### src/hdl/h264ns_pkg.sv
// Shared types and constants for the H.264 Annex B NAL scanner.
// No dependencies; imported by every scanner module.
package h264ns_pkg;

    localparam int unsigned DATA_W     = 8;
    localparam int unsigned TYPE_W     = 6;
    localparam int unsigned COUNT_W    = 16;
    localparam int unsigned OUT_DATA_W = 32;

    localparam logic [31:0] COUNT_MAX_DEFAULT = 32'd65535;

    // NAL unit type codes of interest
    localparam logic [4:0] NAL_SLICE = 5'd1;
    localparam logic [4:0] NAL_IDR   = 5'd5;
    localparam logic [4:0] NAL_SPS   = 5'd7;
    localparam logic [4:0] NAL_PPS   = 5'd8;

    localparam logic [TYPE_W-1:0] TYPE_NONE    = 6'h3f;
    localparam logic [1:0]        ZERO_RUN_SAT = 2'd2;
    localparam logic [7:0]        START_BYTE   = 8'h01;

    // One byte leaving the input register toward the scan core
    typedef struct packed {
        logic              commit;
        logic              last_byte;
        logic [DATA_W-1:0] data_byte;
    } step_t;

    // Summary result; packed so bit 0 is first_type[0]
    typedef struct packed {
        logic               slice_seen;
        logic               has_idr;
        logic               has_pps;
        logic               has_sps;
        logic [COUNT_W-1:0] unit_total;
        logic [TYPE_W-1:0]  last_type;
        logic [TYPE_W-1:0]  first_type;
    } summary_t;

endpackage

### src/hdl/h264ns_in_stage.sv
// Input register for the byte stream with its handshake.
// Depends on h264ns_pkg.
module h264ns_in_stage
    import h264ns_pkg::*;
(
    input  logic              clk,
    input  logic              rst_n,
    input  logic              s_axis_tvalid,
    output logic              s_axis_tready,
    input  logic [DATA_W-1:0] s_axis_tdata,   // [7:0] data_byte
    input  logic              s_axis_tlast,   // last_byte
    input  logic              out_free,
    output step_t             step
);

    logic              valid_reg;
    logic              valid_next;
    logic [DATA_W-1:0] byte_reg;
    logic              last_reg;
    logic              advance;
    logic              take;

    // A last byte needs room in the output register; other bytes always move on
    assign advance       = valid_reg && (!last_reg || out_free);
    assign s_axis_tready = !valid_reg || advance;
    assign take          = s_axis_tvalid && s_axis_tready;
    assign valid_next    = take || (valid_reg && !advance);

    always_ff @(posedge clk or negedge rst_n)
    begin
        if (!rst_n)
        begin
            valid_reg <= 1'b0;
        end
        else
        begin
            valid_reg <= valid_next;
        end
    end

    // Payload, no reset
    always_ff @(posedge clk)
    begin
        if (take)
        begin
            byte_reg <= s_axis_tdata;
            last_reg <= s_axis_tlast;
        end
    end

    assign step.commit    = advance;
    assign step.last_byte = last_reg;
    assign step.data_byte = byte_reg;

endmodule

### src/hdl/h264ns_scan_core.sv
// Start code tracking and per-unit classification, one byte per cycle while the input register is not stalled.
// Depends on h264ns_pkg.
module h264ns_scan_core
    import h264ns_pkg::*;
#(
    parameter logic [31:0] COUNT_MAX = COUNT_MAX_DEFAULT
)
(
    input  logic     clk,
    input  logic     rst_n,
    input  step_t    step,
    output summary_t summary
);

    localparam logic [COUNT_W-1:0] COUNT_LIMIT =
        (COUNT_MAX > 32'h0000_ffff) ? {COUNT_W{1'b1}} : COUNT_MAX[COUNT_W-1:0];

    // Summary value at reset and after each last byte of a stream
    localparam summary_t SUM_INIT = '{
        slice_seen: 1'b0,
        has_idr:    1'b0,
        has_pps:    1'b0,
        has_sps:    1'b0,
        unit_total: {COUNT_W{1'b0}},
        last_type:  TYPE_NONE,
        first_type: TYPE_NONE
    };

    logic [1:0]         zero_run_reg,     zero_run_next;
    logic               code_seen_reg,    code_seen_next;
    logic               head_pending_reg, head_pending_next;
    logic [DATA_W-1:0]  nal_head_reg,     nal_head_next;
    logic               nonzero_reg,      nonzero_next;
    summary_t           sum_reg,          sum_next;

    logic               is_code;
    logic               record;
    logic [4:0]         head_type;

    // Byte-level scan and unit close detection
    always_comb
    begin
        is_code = (step.data_byte == START_BYTE) && (zero_run_reg >= ZERO_RUN_SAT);
        if (is_code)
        begin
            zero_run_next     = 2'd0;
            code_seen_next    = 1'b1;
            head_pending_next = 1'b1;
            nal_head_next     = nal_head_reg;
            nonzero_next      = 1'b0;
            record            = code_seen_reg && nonzero_reg;
        end
        else
        begin
            code_seen_next    = code_seen_reg;
            head_pending_next = 1'b0;
            nal_head_next     = head_pending_reg ? step.data_byte : nal_head_reg;
            nonzero_next      = nonzero_reg || (step.data_byte != '0);
            if (step.data_byte != '0)
            begin
                zero_run_next = 2'd0;
            end
            else if (zero_run_reg < ZERO_RUN_SAT)
            begin
                zero_run_next = zero_run_reg + 2'd1;
            end
            else
            begin
                zero_run_next = zero_run_reg;
            end
            // end of stream closes the open unit, or the whole stream if no code
            if (step.last_byte)
            begin
                record = code_seen_reg ? (nonzero_next && !head_pending_next) : 1'b1;
            end
            else
            begin
                record = 1'b0;
            end
        end
    end

    // Summary update for a closed unit
    always_comb
    begin
        head_type = nal_head_next[4:0];
        sum_next  = sum_reg;
        if (record)
        begin
            if (sum_reg.first_type == TYPE_NONE)
            begin
                sum_next.first_type = {1'b0, head_type};
            end
            sum_next.last_type = {1'b0, head_type};
            if (sum_reg.unit_total < COUNT_LIMIT)
            begin
                sum_next.unit_total = sum_reg.unit_total + 1'b1;
            end
            case (head_type)
                NAL_SPS:   sum_next.has_sps = 1'b1;
                NAL_PPS:   sum_next.has_pps = 1'b1;
                NAL_IDR:
                begin
                    sum_next.has_idr    = 1'b1;
                    sum_next.slice_seen = 1'b1;
                end
                NAL_SLICE: sum_next.slice_seen = 1'b1;
                default:   ;
            endcase
        end
    end

    assign summary = sum_next;

    // State registers; a last byte returns everything to reset values
    always_ff @(posedge clk or negedge rst_n)
    begin
        if (!rst_n)
        begin
            zero_run_reg     <= 2'd0;
            code_seen_reg    <= 1'b0;
            head_pending_reg <= 1'b1;
            nal_head_reg     <= '0;
            nonzero_reg      <= 1'b0;
            sum_reg          <= SUM_INIT;
        end
        else if (step.commit)
        begin
            if (step.last_byte)
            begin
                zero_run_reg     <= 2'd0;
                code_seen_reg    <= 1'b0;
                head_pending_reg <= 1'b1;
                nal_head_reg     <= '0;
                nonzero_reg      <= 1'b0;
                sum_reg          <= SUM_INIT;
            end
            else
            begin
                zero_run_reg     <= zero_run_next;
                code_seen_reg    <= code_seen_next;
                head_pending_reg <= head_pending_next;
                nal_head_reg     <= nal_head_next;
                nonzero_reg      <= nonzero_next;
                sum_reg          <= sum_next;
            end
        end
    end

endmodule

### src/hdl/h264ns_out_stage.sv
// Output register holding one summary until the downstream transfer.
// Depends on h264ns_pkg.
module h264ns_out_stage
    import h264ns_pkg::*;
(
    input  logic                  clk,
    input  logic                  rst_n,
    input  step_t                 step,
    input  summary_t              summary,
    output logic                  out_free,
    output logic                  m_axis_tvalid,
    input  logic                  m_axis_tready,
    output logic [OUT_DATA_W-1:0] m_axis_tdata
);

    logic     valid_reg;
    logic     valid_next;
    summary_t data_reg;
    logic     load;

    assign load       = step.commit && step.last_byte;
    assign out_free   = !valid_reg || m_axis_tready;
    assign valid_next = load || (valid_reg && !m_axis_tready);

    always_ff @(posedge clk or negedge rst_n)
    begin
        if (!rst_n)
        begin
            valid_reg <= 1'b0;
        end
        else
        begin
            valid_reg <= valid_next;
        end
    end

    always_ff @(posedge clk)
    begin
        if (load)
        begin
            data_reg <= summary;
        end
    end

    assign m_axis_tvalid = valid_reg;
    assign m_axis_tdata  = data_reg;

endmodule

### src/hdl/h264_annexb_nal_scanner_top.sv
// A summary passes through the input register and then the output register; an untaken summary can stall it.
// One byte per cycle unless a last byte is held in the input register; the scan state updates once per byte.
// A last byte waits in the input register only while a previous summary is untaken.
// Reset (rst_n low, async) clears all scan state and both valid flags.
// Top level: input register, scan core, output register. Depends on h264ns_pkg.
module h264_annexb_nal_scanner_top
    import h264ns_pkg::*;
#(
    parameter logic [31:0] COUNT_MAX = COUNT_MAX_DEFAULT
)
(
    input  logic                  clk,
    input  logic                  rst_n,
    input  logic                  s_axis_tvalid,
    output logic                  s_axis_tready,
    input  logic [DATA_W-1:0]     s_axis_tdata,   // [7:0] data_byte
    input  logic                  s_axis_tlast,   // last_byte
    output logic                  m_axis_tvalid,
    input  logic                  m_axis_tready,
    // [5:0] first_type, [11:6] last_type, [27:12] unit count,
    // [28] has_sps, [29] has_pps, [30] has_idr, [31] slice seen
    output logic [OUT_DATA_W-1:0] m_axis_tdata
);

    step_t    step;
    summary_t summary;
    logic     out_free;

    h264ns_in_stage u_in (
        .clk           (clk),
        .rst_n         (rst_n),
        .s_axis_tvalid (s_axis_tvalid),
        .s_axis_tready (s_axis_tready),
        .s_axis_tdata  (s_axis_tdata),
        .s_axis_tlast  (s_axis_tlast),
        .out_free      (out_free),
        .step          (step)
    );

    h264ns_scan_core #(
        .COUNT_MAX (COUNT_MAX)
    ) u_core (
        .clk     (clk),
        .rst_n   (rst_n),
        .step    (step),
        .summary (summary)
    );

    h264ns_out_stage u_out (
        .clk           (clk),
        .rst_n         (rst_n),
        .step          (step),
        .summary       (summary),
        .out_free      (out_free),
        .m_axis_tvalid (m_axis_tvalid),
        .m_axis_tready (m_axis_tready),
        .m_axis_tdata  (m_axis_tdata)
    );

endmodule

### config.mk
export PLATFORM = sky130hd
export DESIGN_NAME = h264_annexb_nal_scanner_top
export DESIGN_NICKNAME = d
export VERILOG_FILES = /design/src/hdl/h264ns_pkg.sv /design/src/hdl/h264ns_in_stage.sv /design/src/hdl/h264ns_scan_core.sv /design/src/hdl/h264ns_out_stage.sv /design/src/hdl/h264_annexb_nal_scanner_top.sv
export SDC_FILE = /design/constraint.sdc
export NUM_CORES = 1
export LEC_CHECK = 0
export ABC_AREA = 1
export BUFFER_PORTS_ARGS = -buffer_cell sky130_fd_sc_hd__clkbuf_2
export CAP_MARGIN = 20
export CORE_UTILIZATION = 55
export CTS_CLUSTER_SIZE = 20
export DETAILED_ROUTE_END_ITERATION = 7
export PLACE_DENSITY = 0.76
export SETUP_SLACK_MARGIN = 0.4
export SLEW_MARGIN = 20
export SYNTH_ARGS = -nofsm -noshare
export SYNTH_HDL_FRONTEND = slang
export SYNTH_SLANG_ARGS = --single-unit
### constraint.sdc
create_clock -name clk -period 3.08 [get_ports clk]
set_clock_uncertainty 0.05 [all_clocks]
set_input_delay 0.77 -clock clk [delete_from_list [all_inputs] [get_ports clk]]
set_output_delay 0.77 -clock clk [all_outputs]
set_load 0.01 [all_outputs]
==> flow_metrics.env, run 1 <==
export IMPL_outcome="complete, no violations"
export IMPL_fill_cells=585
export IMPL_avgViaCountPerCell=4.99
export IMPL_cp_start_kind="flip-flop"
export IMPL_fin_tns_setup_ns=0
export IMPL_antenna_found_initial=0
export IMPL_peakVddDrop_mv=0.321
export IMPL_max_cap_viol_count=0
export IMPL_syn_avg_cell_area_sq_um=9.00
export IMPL_layout_cells_most_common_list="164 x nand2_1, 51 x inv_1, 46 x clkbuf_2, 41 x edfxtp_1, 31 x dfrtp_1"
export IMPL_clk_latency_ns=0.35
export IMPL_num_io_pins=47
export IMPL_regArea_sq_mm=0.00235
export IMPL_synthToLayoutAreaGrowth_pct=12.2
export IMPL_drive_above_1_share=0.200
export IMPL_layout_commonest_cell="nand2_1"
export IMPL_arrival_ns=2.31
export IMPL_syn_nets=462
export IMPL_cts_max_level=3
export IMPL_cts_setup_buffers=0
export IMPL_p_int_mw=1.80
export IMPL_die_x_microns=87.5
export IMPL_ctsLongestPathBuffers=2
export IMPL_setup_viol=0
export IMPL_finalCritPeriodShare=0.731
export IMPL_yosys_area_share_simple=0.244
export IMPL_required_ns=3.13
export IMPL_grt_pass1_wl_microns=12300
export IMPL_syn_inst=447
export IMPL_multi_input_area_sq_mm=0.00140
export IMPL_rsz0062_at_grt="no"
export IMPL_wl_per_cell_microns=12.1
export IMPL_synthDistinctLibCells=34
export IMPL_critPathMaxFanout=25
export IMPL_dr_first_iter_drc_count=202
export IMPL_swShare=0.287
export IMPL_top_usage_layer="met2"
export IMPL_ys_ff_latch=85
export IMPL_met3_usage=0.0641
export IMPL_hold_buffers=0
export IMPL_initial_core_util=0.580
export IMPL_vias=2981
export IMPL_num_rows=30
export IMPL_netlist_area_sq_mm=0.00403
export IMPL_synth_compound_area_frac=0.0706
export IMPL_cts_resized=0
export IMPL_finalInstanceArea_sq_mm=0.00452
export IMPL_grt_max_degree=30
export IMPL_finalPower_mw=2.52
export IMPL_drc_errors=0
export IMPL_synth_top_family_by_area="simple AND/OR/NAND/NOR gates"
export IMPL_dpl_hpwl_microns=5230
export IMPL_endpoint_kind="flip-flop"
export IMPL_grt_use_total=0.214
export IMPL_tritoncts="yes"
export IMPL_wl_microns=7210
export IMPL_cts_sink_count=85
export IMPL_switching_power_mw=0.723
export IMPL_post_route_min_period_ns=2.25
export IMPL_powerDensity_mw_per_mm2=559
export IMPL_clk_pin_slew_ns=0.08
export IMPL_postPlaceCellArea_sq_mm=0.00435
export IMPL_worst_slew_pin_slew_ns=0.581
export IMPL_timing_fmax_mhz=444
export IMPL_die_y_microns=87.5
export IMPL_core_sq_mm=0.00694
export IMPL_globalRouteMet2Util=0.355
export IMPL_hold_path_class="in2async"
export IMPL_synth_seq_area_share=0.583
export IMPL_cts_made_buffers=9
export IMPL_grt_pass1_vias=2763
export IMPL_grt_util_met1=0.271
export IMPL_hold_violations=0
export IMPL_power_frac_comb=0.176
export IMPL_portBuffers=46
export IMPL_path_class="reg2reg"
export IMPL_synth_mux_area_frac=0
export IMPL_root_buffer="clkbuf_8"
export IMPL_drt_pass1_iterations=5
export IMPL_antenna_left=0
export IMPL_maxSlewHeadroom=0.612
export IMPL_synth_fa_ha_area_frac=0.00622
export IMPL_slew_viol_final=0
export IMPL_pwr_share_clk=0.260
export IMPL_routabilityCongestion=0.891
export IMPL_yosysWarnings=0
export IMPL_fp_dieArea_sq_mm=0.00766
export IMPL_cp_startpoint="u_core.zero_run_reg[1]"
export IMPL_grt_overflow_total=0
export IMPL_synth_xor_xnor_area_share=0.0283
export IMPL_seq_power_share=0.564
export IMPL_reg2reg_from="u_core.zero_run_reg[1]"
export IMPL_diodes=0
export IMPL_nets=511
export IMPL_power_leakage_nw=2.17
==> power groups by stage <==
stage / Combinational (mW) / Sequential (mW) / Clock (mW)
after floorplan: 0.311 / 1.45 / 0
after global routing: 0.514 / 1.44 / 0.723
final: 0.445 / 1.42 / 0.657
after global placement: 0.434 / 1.44 / 0
after CTS: 0.451 / 1.42 / 0.678
after detailed placement: 0.449 / 1.45 / 0
==> final cells by class <==
cell class | count | area share
clock inverters | 7 | 0.00942
flip-flops and latches | 85 | 0.520
inverters | 53 | 0.0440
repair buffers | 51 | 0.0620
clock buffers | 9 | 0.0274
multi-input cells | 296 | 0.311
well taps | 96 | 0.0266
==> kinds of logic after synthesis <==
kind of cell / Yosys count
AOI/OAI and AO/OA: 48
xor gates and xnor gates: 13
adders and majority gates: 2
buffers and inverters: 66
DFF: 85
and+or+nand+nor: 233
==> worst max-delay path: stages (launching register included) <==
cell and delay (ns):
dfrtp_1 0.42, ha_1 0.21, nor2_1 0.13, nor2_2 0.07, nand3_4 0.11, nand2_1 0.06, nand2_1 0.09, nand2_4 0.17
inv_2 0.36, nand2_4 0.09, o21ai_1 0.17, inv_1 0.06
==> synthesized netlist by cell type <==
master	n	area, sq um
a31oi_1	1	6.26
o211ai_1	1	7.51
nor2_1	28	105
o21ai_1	13	65.1
xnor2_1	1	8.76
and2_1	1	6.26
nand2_1	164	616
a21oi_1	5	25.0
dfstp_2	13	342
inv_1	51	191
nor3b_2	1	12.5
o22ai_2	1	12.5
o21a_1	2	15.0
nand2_4	2	22.5
or2_2	3	18.8
nand3_4	1	17.5
nor3_1	1	5.00
o22ai_1	5	31.3
o21ai_0	14	70.1
nand4_1	6	37.5
nand3_1	18	90.1
inv_2	2	7.51
ha_1	2	25.0
dfrtp_1	31	776
o21bai_1	1	7.51
xor2_1	12	105
nor2_2	5	31.3
o41ai_1	1	8.76
buf_6	2	22.5
nand2_2	3	18.8
buf_2	8	40.0
o21ai_2	4	35.0
edfxtp_1	41	1230
clkbuf_1	3	11.3
==> routing by layer <==
metal / vias to the layer above / share of wire
li1: 1527 / -
met1: 1375 / 0.46
met2: 72 / 0.48
met3: 7 / 0.041
met4: 0 / 0.016
met5: - / 0
==> through the flow <==
| step | cells | hold WS (ns) | utilization | setup WS (ns) |
|---|---|---|---|---|
| 6_report | 597 | 0.291 | 0.651 | 0.827 |
| 5_1_grt | 597 | 0.314 | 0.651 | 0.566 |
| 4_1_cts | 597 | 0.293 | 0.651 | 0.799 |
| 3_5_place_dp | 581 | 0.441 | 0.627 | 0.813 |
| 3_3_place_gp | 581 | 0.434 | 0.627 | 0.885 |
| 2_1_floorplan | 447 | 0.403 | - | 0.660 |
==> worst paths after layout <==
path | depth (start not counted) | slack (ns) | to
worst max-delay path | 11 | 0.83 | u_out.m_axis_tdata[0]
worst min-delay path | 1 | 0.29 | u_core.sum_reg[23]
worst max register to register | 11 | 0.83 | u_out.m_axis_tdata[0]
worst min register to register | 2 | 0.46 | u_core.sum_reg[0]
max in group asynchronous | 2 | 1.94 | u_core.sum_reg[7]
min in group clk | 2 | 0.46 | u_core.sum_reg[0]
Power figures use the tool's default switching activity.
==> inputs of run 2 (changes only) <==
--- a/config.mk
+++ b/config.mk
@@ -8,10 +8,10 @@
 export ABC_AREA = 1
 export BUFFER_PORTS_ARGS = -buffer_cell sky130_fd_sc_hd__clkbuf_2
 export CAP_MARGIN = 20
-export CORE_UTILIZATION = 55
+export CORE_UTILIZATION = 52
 export CTS_CLUSTER_SIZE = 20
 export DETAILED_ROUTE_END_ITERATION = 7
-export PLACE_DENSITY = 0.76
+export PLACE_DENSITY = 0.75
 export SETUP_SLACK_MARGIN = 0.4
 export SLEW_MARGIN = 20
 export SYNTH_ARGS = -nofsm -noshare
==> constraint.sdc (replaced) <==
create_clock -name clk -period 2.03 [get_ports clk]
set_clock_uncertainty 0.05 [all_clocks]
set_input_delay 0.5075 -clock clk [delete_from_list [all_inputs] [get_ports clk]]
set_output_delay 0.5075 -clock clk [all_outputs]
set_load 0.01 [all_outputs]
==> run 2 against run 1 <==
  * Utilization is 5.1 points higher
  * Combinational power increased by 110%
  * Global-route usage is 1.0 points higher
  * Critical path type unchanged
  * Setup slack got worse by 0.65 ns
  * Final cell count grew 6.2%
  * Highest routed layer unchanged
  * Total power grew 69%
  * Non-clock buffer count rose by 33
  * Flip-flop and latch count is the same
  * Via count grew 9.9%
  * Maximum frequency grew 22%
  * First-iteration DRC count shrank 35%
==> flow_metrics.env, run 2 (synthesis results as in run 1) <==
export IMPL_top_usage_layer="met2"
export IMPL_fp_dieArea_sq_mm=0.00810
export IMPL_finalPower_mw=4.26
export IMPL_slew_viol_final=0
export IMPL_die_y_microns=90.0
export IMPL_globalRouteMet2Util=0.388
export IMPL_drc_errors=0
export IMPL_path_cells="inv_2 > ha_4 > nor2_4 > nor2_4 > nand3_4 > nand2_4 > nand2_8 > nand2_8 > inv_8 > buf_12 > nand2_1 > nand2_2"
export IMPL_rsz0062_at_grt="yes"
export IMPL_stdcell_count=634
export IMPL_finalCoreUtilization=0.701
export IMPL_grt_pass1_wl_microns=14300
export IMPL_layout_cells_most_common_list="141 x nand2_1, 46 x clkbuf_2, 44 x inv_1, 41 x edfxtp_1, 31 x dfrtp_1"
export IMPL_path_class="reg2reg"
export IMPL_cp_start_kind="flip-flop"
export IMPL_grt_overflow_total=0
export IMPL_wl_per_cell_microns=14.4
export IMPL_dr_first_iter_drc_count=131
export IMPL_grt_max_degree=45
export IMPL_finalInstanceArea_sq_mm=0.00517
export IMPL_diodes=0
export IMPL_worst_slew_pin_slew_ns=0.591
export IMPL_postPlaceCellArea_sq_mm=0.00456
export IMPL_setup_slack_ns=0.177
export IMPL_fill_cells=553
export IMPL_peakVddDrop_mv=0.612
export IMPL_grt_pass1_vias=3093
export IMPL_grt_util_met1=0.278
export IMPL_powerDensity_mw_per_mm2=824
export IMPL_drive_above_1_share=0.344
export IMPL_grt_use_total=0.225
export IMPL_vias=3275
export IMPL_hold_path_class="in2async"
export IMPL_setup_viol=0
export IMPL_maxSlewHeadroom=0.606
export IMPL_routabilityCongestion=0.869
export IMPL_synthToLayoutAreaGrowth_pct=28.4
export IMPL_core_sq_mm=0.00737
export IMPL_initial_core_util=0.546
export IMPL_post_route_min_period_ns=1.85
export IMPL_critPathMaxFanout=9
export IMPL_drt_pass1_iterations=5
export IMPL_avgViaCountPerCell=5.17
export IMPL_clk_pin_slew_ns=0.09
export IMPL_dpl_hpwl_microns=5540
export IMPL_met3_usage=0.0465
export IMPL_clk_latency_ns=0.37
export IMPL_wl_microns=9140
export IMPL_antenna_found_initial=0
export IMPL_endpoint_kind="flip-flop"
export IMPL_hold_buffers=0
export IMPL_nets=545
export IMPL_crit_path_top_delay_cell="dfrtp_1"
export IMPL_hold_violations=0
export IMPL_die_x_microns=90.0
export IMPL_multi_input_area_sq_mm=0.00167
export IMPL_finalCritPeriodShare=0.913
export IMPL_dp_slack_ns=0.0831
export IMPL_layout_commonest_cell="nand2_1"
export IMPL_outcome="complete, no violations"
export IMPL_dp_cells=593
export IMPL_regArea_sq_mm=0.00235
export IMPL_root_buffer="clkbuf_8"
export IMPL_critPathMaxStageDelay_ns=0.38
export IMPL_hold_ws_ns=0.175
export IMPL_cts_max_level=3
export IMPL_num_io_pins=47
export IMPL_max_cap_viol_count=0
export IMPL_fin_tns_setup_ns=0
export IMPL_portBuffers=46
export IMPL_arrival_ns=1.92
export IMPL_cts_made_buffers=9
export IMPL_num_rows=31
export IMPL_power_leakage_nw=2.42
export IMPL_ctsLongestPathBuffers=2
export IMPL_antenna_left=0
export IMPL_tritoncts="yes"
export IMPL_required_ns=2.10
export IMPL_timing_fmax_mhz=540
export IMPL_cts_sink_count=85
## run 2: changes by cell type in the layout (fill, tap and decap cells not counted), sizes merged
| cell | change |
|---|---|
| inv | -1 |
| buf | +30 |
| clkinvlp | +1 |
| bufinv | +1 |
| nand2 | +1 |
| clkinv | -3 |
| clkbuf | +5 |
## run 2: what timing repair did
action,CTS,global route
resized for setup,19,26
setup buffers,12,8
setup endpoints to repair,64,99
pin swaps,12,10
gates cloned,1,4
## run 2: path summary, 6_finish.rpt
path                                   startpoint                endpoint  slack (ns)  cells past startpoint
max in group asynchronous                   rst_n  u_core.nal_head_reg[2]        1.35                      2
hold / removal                              rst_n  u_core.zero_run_reg[1]        0.18                      2
setup / recovery           u_core.zero_run_reg[0]  u_out.m_axis_tdata[20]        0.18                     12
min in group clk                  s_axis_tdata[6]        u_in.byte_reg[6]        0.26                      1
hold reg to reg                u_core.sum_reg[11]      u_core.sum_reg[11]        0.46                      2
setup reg to reg           u_core.zero_run_reg[0]  u_out.m_axis_tdata[20]        0.18                     12
## run 2: critical path: cells and delay by family, from the launching register on
family / cells / cell delay (ns)
AND/OR/NAND/NOR: 8 / 0.76
flip-flops: 1 / 0.38
buffers and inverters: 3 / 0.27
adder cells (fa/ha/maj): 1 / 0.14
## run 2: power by group
part	switching (mW)	internal (mW)	leakage (nW)
Clock	0.603	0.562	0.0907
Sequential	0.102	2.06	0.950
Combinational	0.574	0.356	1.38
Total	1.28	2.98	2.42
## run 2: final cells by class
| class | count | share of cell area |
|---|---|---|
| clock buffers | 11 | 0.0254 |
| clock inverters | 5 | 0.00992 |
| inverters | 53 | 0.0436 |
| repair buffers | 84 | 0.119 |
| well taps | 99 | 0.0240 |
| multi-input cells | 297 | 0.324 |
| flip-flops and latches | 85 | 0.454 |
## run 2: layer usage
layer	wire [microns]	share of wire
met3	340	0.037
met2	4830	0.53
met5	0	0
met1	3790	0.41
met4	172	0.019
==> inputs of run 3 (changes only) <==
--- a/config.mk
+++ b/config.mk
@@ -7,11 +7,12 @@
 export LEC_CHECK = 0
 export ABC_AREA = 1
 export BUFFER_PORTS_ARGS = -buffer_cell sky130_fd_sc_hd__clkbuf_2
-export CAP_MARGIN = 20
-export CORE_UTILIZATION = 52
+export CAP_MARGIN = 15
+export CORE_UTILIZATION = 50
+export CTS_CLUSTER_DIAMETER = 80
 export CTS_CLUSTER_SIZE = 20
 export DETAILED_ROUTE_END_ITERATION = 7
-export PLACE_DENSITY = 0.75
+export PLACE_DENSITY = 0.73
 export SETUP_SLACK_MARGIN = 0.4
 export SLEW_MARGIN = 20
 export SYNTH_ARGS = -nofsm -noshare
==> run 3 against run 2 <==
  * Sequential share of layout area fell by 1.4 points
  * Worst hold slack got worse by 0.015 ns
  * Clock power rose by 16%
  * Largest power group unchanged
==> flow_metrics.env, run 3 (synthesis results as in run 1) <==
export IMPL_p_int_mw=3.13
export IMPL_powerDensity_mw_per_mm2=835
export IMPL_synthToLayoutAreaGrowth_pct=32.9
export IMPL_setup_viol=0
export IMPL_critPathMaxStageDelay_ns=0.39
export IMPL_dr_first_iter_drc_count=212
export IMPL_grt_max_degree=45
export IMPL_swShare=0.299
export IMPL_arrival_ns=1.93
export IMPL_rsz0062_at_grt="yes"
export IMPL_max_cap_viol_count=0
export IMPL_root_buffer="clkbuf_8"
export IMPL_hold_violations=0
export IMPL_grt_use_total=0.216
export IMPL_wl_microns=9110
export IMPL_ctsLongestPathBuffers=2
export IMPL_fill_cells=584
export IMPL_cp_startpoint="u_core.zero_run_reg[0]"
export IMPL_drc_errors=0
export IMPL_core_sq_mm=0.00777
export IMPL_slew_viol_final=0
export IMPL_worst_slew_pin_slew_ns=0.576
export IMPL_required_ns=2.10
export IMPL_avgViaCountPerCell=5.22
export IMPL_power_leakage_nw=2.48
export IMPL_nets=543
export IMPL_peakVddDrop_mv=0.429
export IMPL_layout_cells_most_common_list="118 x nand2_1, 45 x clkbuf_2, 42 x inv_1, 41 x edfxtp_1, 34 x nand2_2"
export IMPL_finalPower_mw=4.47
export IMPL_timing_fmax_mhz=536
export IMPL_post_route_min_period_ns=1.87
export IMPL_die_y_microns=91.7
export IMPL_grt_overflow_total=0
export IMPL_drive_above_1_share=0.417
export IMPL_finalCoreUtilization=0.689
export IMPL_path_cells="inv_2 > ha_4 > nor2_4 > nor2_4 > nand3_4 > nand2_4 > nand2_4 > nand2_8 > buf_8 > o21ai_2 > and2_1"
export IMPL_critPathMaxFanout=7
export IMPL_clk_pin_slew_ns=0.09
export IMPL_maxSlewHeadroom=0.616
export IMPL_grt_pass1_wl_microns=14100
export IMPL_path_class="reg2reg"
export IMPL_antenna_found_initial=0
export IMPL_layout_commonest_cell="nand2_1"
export IMPL_tritoncts="yes"
export IMPL_initial_core_util=0.518
export IMPL_wl_per_cell_microns=14.3
export IMPL_num_io_pins=47
export IMPL_cts_max_level=3
export IMPL_grt_pass1_vias=3140
export IMPL_power_frac_comb=0.210
export IMPL_switching_power_mw=1.33
export IMPL_pwr_share_clk=0.303
export IMPL_cts_made_buffers=9
export IMPL_crit_path_top_delay_cell="dfrtp_1"
export IMPL_seq_power_share=0.487
export IMPL_finalCritPeriodShare=0.919
export IMPL_fp_dieArea_sq_mm=0.00841
export IMPL_dpl_hpwl_microns=5680
export IMPL_die_x_microns=91.7
export IMPL_hold_buffers=0
export IMPL_endpoint_kind="flip-flop"
export IMPL_antenna_left=0
export IMPL_outcome="complete, no violations"
export IMPL_fin_tns_setup_ns=0
export IMPL_cts_sink_count=85
export IMPL_rrSetupSlack_ns=0.16
export IMPL_clk_latency_ns=0.37
export IMPL_routabilityCongestion=0.877
export IMPL_hold_path_class="in2async"
export IMPL_portBuffers=46
export IMPL_num_rows=32
export IMPL_drt_pass1_iterations=4
export IMPL_reg2regPathDepth=11
export IMPL_diodes=0
export IMPL_reg2reg_from="u_core.zero_run_reg[0]"
export IMPL_vias=3317
export IMPL_cp_start_kind="flip-flop"
==> run 3: path summary, 6_finish.rpt <==
kind                                                to
worst max register to register  u_out.m_axis_tdata[12]
min in group clk                      u_in.byte_reg[5]
worst min register to register  u_core.nal_head_reg[1]
worst max-delay path            u_out.m_axis_tdata[12]
worst min-delay path                u_core.sum_reg[19]
max in group asynchronous           u_core.sum_reg[22]
==> run 3: worst max-delay path, delay by kind of cell (launching register included) <==
kind | cells | cell delay (ns)
flops | 1 | 0.39
compound gates | 1 | 0.06
simple gates | 7 | 0.74
buf+inv | 2 | 0.23
fa+ha+maj | 1 | 0.15
==> run 3: power by group through the flow <==
stage          Clock, mW  Sequential (mW)  Combinational (mW)
2_1_floorplan          0             2.20               0.527
4_1_cts             1.38             2.17               0.840
3_3_place_gp           0             2.19               0.739
6_report            1.35             2.18               0.937
3_5_place_dp           0             2.20               0.766
5_1_grt             1.44             2.19                1.05
==> run 3: layout make-up <==
| class | count | area, sq um | share of cell area |
|---|---|---|---|
| Sequential cell | 85 | 2350 | 0.440 |
| Multi-Input combinational cell | 296 | 1820 | 0.340 |
| Clock buffer | 9 | 124 | 0.0232 |
| Clock inverter | 7 | 103 | 0.0192 |
| Inverter | 53 | 246 | 0.0461 |
| Tap cell | 102 | 128 | 0.0239 |
| Timing Repair Buffer | 83 | 577 | 0.108 |
==> run 3: metrics by stage <==
step	hold WS, ns	cells	worst slack (ns)	cell area [sq um]
3_3_place_gp	0.425	598	0.0996	4570
3_5_place_dp	0.436	598	0.0226	4570
5_1_grt	0.203	635	0.0926	5350
2_1_floorplan	0.162	447	0.227	4170
6_report	0.160	635	0.165	5350
4_1_cts	0.180	627	0.192	5040
==> run 3: per-layer routing <==
| metal | up-vias | GRT usage | routed length [microns] |
|---|---|---|---|
| li1 | 1594 | - | - |
| met1 | 1594 | 0.270 | 3790 |
| met2 | 112 | 0.370 | 4770 |
| met3 | 17 | 0.0307 | 382 |
| met4 | 0 | 0.100 | 166 |
| met5 | - | 0 | 0 |
==> run 3: repair_timing <==
item | 4_1_cts | 5_1_grt
endpoints found under the setup margin | 97 | 84
buffers inserted | 13 | 7
cloned | 0 | 1
endpoints found under the hold margin | 0 | 0
gates resized for setup | 38 | 68
pin swaps | 27 | 28
